**src/sv/assert_macros.svh**
```systemverilog
// Assertion macros shared by the order book RTL.
`ifndef ASSERT_MACROS_SVH
`define ASSERT_MACROS_SVH

// property checked on every clock edge outside reset
`define OBPL_ASSERT(lbl, prop, msg) \
    lbl: assert property (@(posedge i_clk) disable iff (!i_rst_n) (prop)) \
        else $error(msg);

// condition in one cycle implies a consequence in the next
`define OBPL_ASSERT_NEXT(lbl, cond, nxt, msg) \
    lbl: assert property (@(posedge i_clk) disable iff (!i_rst_n) (cond) |=> (nxt)) \
        else $error(msg);

`endif

```
**src/sv/obpl_ram.sv**
```systemverilog
// Generic simple dual-port RAM with registered read.
`default_nettype none
module obpl_ram #(
    parameter int WIDTH = 8,
    parameter int DEPTH = 16
) (
    input  wire logic                     i_clk,
    input  wire logic                     i_wr_en,
    input  wire logic [$clog2(DEPTH)-1:0] i_wr_addr,
    input  wire logic [WIDTH-1:0]         i_wr_data,
    input  wire logic [$clog2(DEPTH)-1:0] i_rd_addr,
    output logic      [WIDTH-1:0]         o_rd_data
);

    logic [WIDTH-1:0] r_mem [DEPTH];
    logic [WIDTH-1:0] r_rd_data;

    always_ff @(posedge i_clk) begin
        if (i_wr_en) begin
            r_mem[i_wr_addr] <= i_wr_data;
        end
        r_rd_data <= r_mem[i_rd_addr];
    end

    assign o_rd_data = r_rd_data;

endmodule
`default_nettype wire

```
**config.mk**
```make
export PLATFORM = sky130hd
export DESIGN_NAME = obpl_ram
export DESIGN_NICKNAME = d
export VERILOG_FILES = /design/src/sv/assert_macros.svh /design/src/sv/obpl_ram.sv
export SDC_FILE = /design/constraint.sdc
export NUM_CORES = 1
export LEC_CHECK = 0
export ABC_AREA = 1
export BUFFER_PORTS_ARGS = -buffer_cell sky130_fd_sc_hd__buf_2
export CORE_ASPECT_RATIO = 0.8
export CORE_MARGIN = 1
export CORE_UTILIZATION = 51
export DETAILED_ROUTE_END_ITERATION = 10
export GPL_ROUTABILITY_DRIVEN = 1
export PLACE_DENSITY = 0.69
export SYNTH_ARGS = -nofsm -noshare
export SYNTH_HDL_FRONTEND = slang
export SYNTH_SLANG_ARGS = --single-unit
```
**constraint.sdc**
```tcl
create_clock -name i_clk -period 1.3 [get_ports i_clk]
set_input_delay 0.26 -clock i_clk [delete_from_list [all_inputs] [get_ports i_clk]]
set_output_delay 0.26 -clock i_clk [all_outputs]
set_load 0.03 [all_outputs]
```
==> summary.md <==
| Metric | Value |
|---|---|
| Outcome | `completed` |
| Port bufs | `25` |
| Root Driver | `clkbuf_16` |
| Filler Cell Count | `839` |
| NumNets Final | `619` |
| Max Freq | `810.3 MHz` |
| Maximum VDD drop | `0.001143 V` |
| CTS sink cnt | `136` |
| Syn_area_per_cell | `10.47 um2` |
| Distinct cells, synth | `12` |
| CP top delay family | `flip-flops` |
| Initial drt markers | `367` |
| Hold-fix buffers, CTS | `0` |
| Core ar. | `0.01093 mm2` |
| Syn-to-layout area delta | `17.57%` |
| Crit path time final | `1.234 ns` |
| Final period util | `0.9493` |
| CP Capture Type | `output port` |
| Post-Syn Area | `0.005767 mm2` |
| Drc violations | `0` |
| Crit-path max FO | `1` |
| Row count | `34` |
| Initial core utilization | `0.5275` |
| Clock slew seen by the registers of the worst setup and hold paths | `0.05 ns` |
| Max-slew headroom | `0.7601` |
| Hold Crit Class | `input pin to flop` |
| Tightest Pin Transition | `0.3598 ns` |
| Layout cell share with drive strength beyond 1 | `0.1401` |
| Seq/Total Area, Yosys | `0.6943` |
| Max stage delay cell, worst path | `dfxtp_1` |
| Final setup viols | `0` |
| Final core utilization | `0.6202` |
| Slew Limit Fails | `0` |
| All-Layer GR Usage | `0.2392` |
| WL/cell | `16.79 um` |
| LEAKAGE | `2.977 nW` |
| Postcts setup bufs | `0` |
| Cell Pwr Density | `1521 mW/mm2` |
| Final non-filler cell total | `758` |
| Area of the multi-input gates | `0.001214 mm2` |
| Largest net degree at the start of global routing | `33` |
| CTS tree | `done` |
| Worst Path Required | `1.04 ns` |
| Worst-Skew Late Latency | `0.41 ns` |
| Vias | `3816` |
| Crit path arrival time | `0.97 ns` |
| Post-Syn Nets | `569` |
| Number of diodes | `0` |
| Cells along the critical path | `buf_4` |
| Design area | `0.006780 mm2` |
| CP max stage delay | `0.38 ns` |
| Die X | `120.9 um` |
| DRT Pass-1 Iters | `5` |
| Global-route wire length before repair | `20.21 mm` |
| Io pins | `26` |
| Congestion Overflow GR | `0` |
| Gate Count Post-Synth | `551` |
| Dpl hpwl | `7.968 mm` |
| Vias per inst | `5.034` |
| ANT nets after route | `0` |
| Fin. Hold Viols | `0` |
| DIE AREA | `0.01174 mm2` |
| H-tree levels | `4` |
| RSZ-0062 raised after global routing | `false` |
| Total CTS buffers | `17` |
| Initial antenna violation count | `0` |
| CP Launch Type | `flop` |
| Crit Path Class | `flop to output port` |
| # Max-Cap Violations | `0` |
| Register Area | `0.004004 mm2` |
| Post-Route WL | `12.73 mm` |
| CP Buf/Inv Count | `1` |
| Vias in the first global route | `3654` |
| Placed cells | `726` |
| Ys Warns | `0` |
| Post-synthesis register bit count | `136` |
| Max clock buf depth | `2` |
| FF-to-FF setup slack | `0.27 ns` |
| Layout Skew | `0.006186 ns` |
| Final Wtd Congestion | `0.8080` |
| Setup TNS | `0 ns` |
| Height of the chip | `97.11 um` |
| Placed cell areas | `0.006193 mm2` |
==> layout make-up <==
type,instances,share of cell area
flip-flops and latches,136,0.5905
multi-input cells,289,0.1790
clock buffers,17,0.06274
repair buffers,55,0.06127
inverters,102,0.05647
well taps,144,0.02657
clock inverters,15,0.02344
==> cell families after synthesis <==
kind of cell / count (synthesis) / synth area share
buffers and inverters: 126 / 0.09525
DFF: 136 / 0.6943
and+or+nand+nor: 289 / 0.2105
==> path summary, 6_finish.rpt <==
| path | cells past startpoint | start | endpoint |
|---|---|---|---|
| setup / recovery | 1 | o_rd_data[7] | o_rd_data[7] |
| setup reg to reg | 6 | r_mem[1][0] | o_rd_data[0] |
| hold reg to reg | 6 | r_mem[13][2] | o_rd_data[2] |
| hold / removal | 3 | i_rd_addr[3] | o_rd_data[3] |
==> placed cells by master (no fill, tap or decap), types with 5 or more instances in the layout <==
master	synthesis	layout
buf_12	0	5
buf_2	13	24
buf_4	4	26
clkbuf_16	0	17
clkinv_2	0	5
dfxtp_1	8	8
edfxtp_1	128	128
inv_1	100	100
nand2_1	173	173
nand3_1	97	97
nor2_1	17	17
==> what timing repair did <==
item / CTS / global route
setup endpoints to repair: 1 / 0
endpoints found under the hold margin: 0 / 0
resized for setup: 1 / 0
==> flip-flops by register name, summed over array words and instances, names as in the netlist <==
register	cells
o_rd_data	8
r_mem	128
==> where the power goes <==
group / switching [mW] / total [mW] / internal, mW
Sequential: 0.0316 / 4.94 / 4.90
Clock: 1.72 / 4.69 / 2.98
Combinational: 0.471 / 0.682 / 0.211
Total: 2.22 / 10.3 / 8.09
==> layer usage <==
layer | up-vias | global-route usage | routed length, um
met5 | - | 0 | 0
met4 | 0 | 0.09307 | 306
met3 | 17 | 0.06338 | 902
met2 | 142 | 0.3407 | 5682
met1 | 1775 | 0.3502 | 5835
li1 | 1882 | - | -
==> synth_stat cells (all sizes together) <==
library cell,count,share of area
nand2,173,0.11
edfxtp,128,0.67
inv,102,0.066
nand3,97,0.084
buf,24,0.029
nor2,17,0.011
dfxtp,8,0.028
nand3b,2,0.0026
==> metrics by stage <==
| stage | setup WS (ns) | total power [mW] | hold slack, ns |
|---|---|---|---|
| floorplan | 0.08916 | 5.420 | 0.3589 |
| global placement | -0.05033 | 5.690 | 0.6258 |
| detailed placement | -0.06887 | 5.703 | 0.6268 |
| CTS | 0.02809 | 10.38 | 0.1898 |
| global route | 0.02154 | 10.67 | 0.2139 |
| finish | 0.06595 | 10.31 | 0.2037 |
Power figures use the tool's default switching activity.
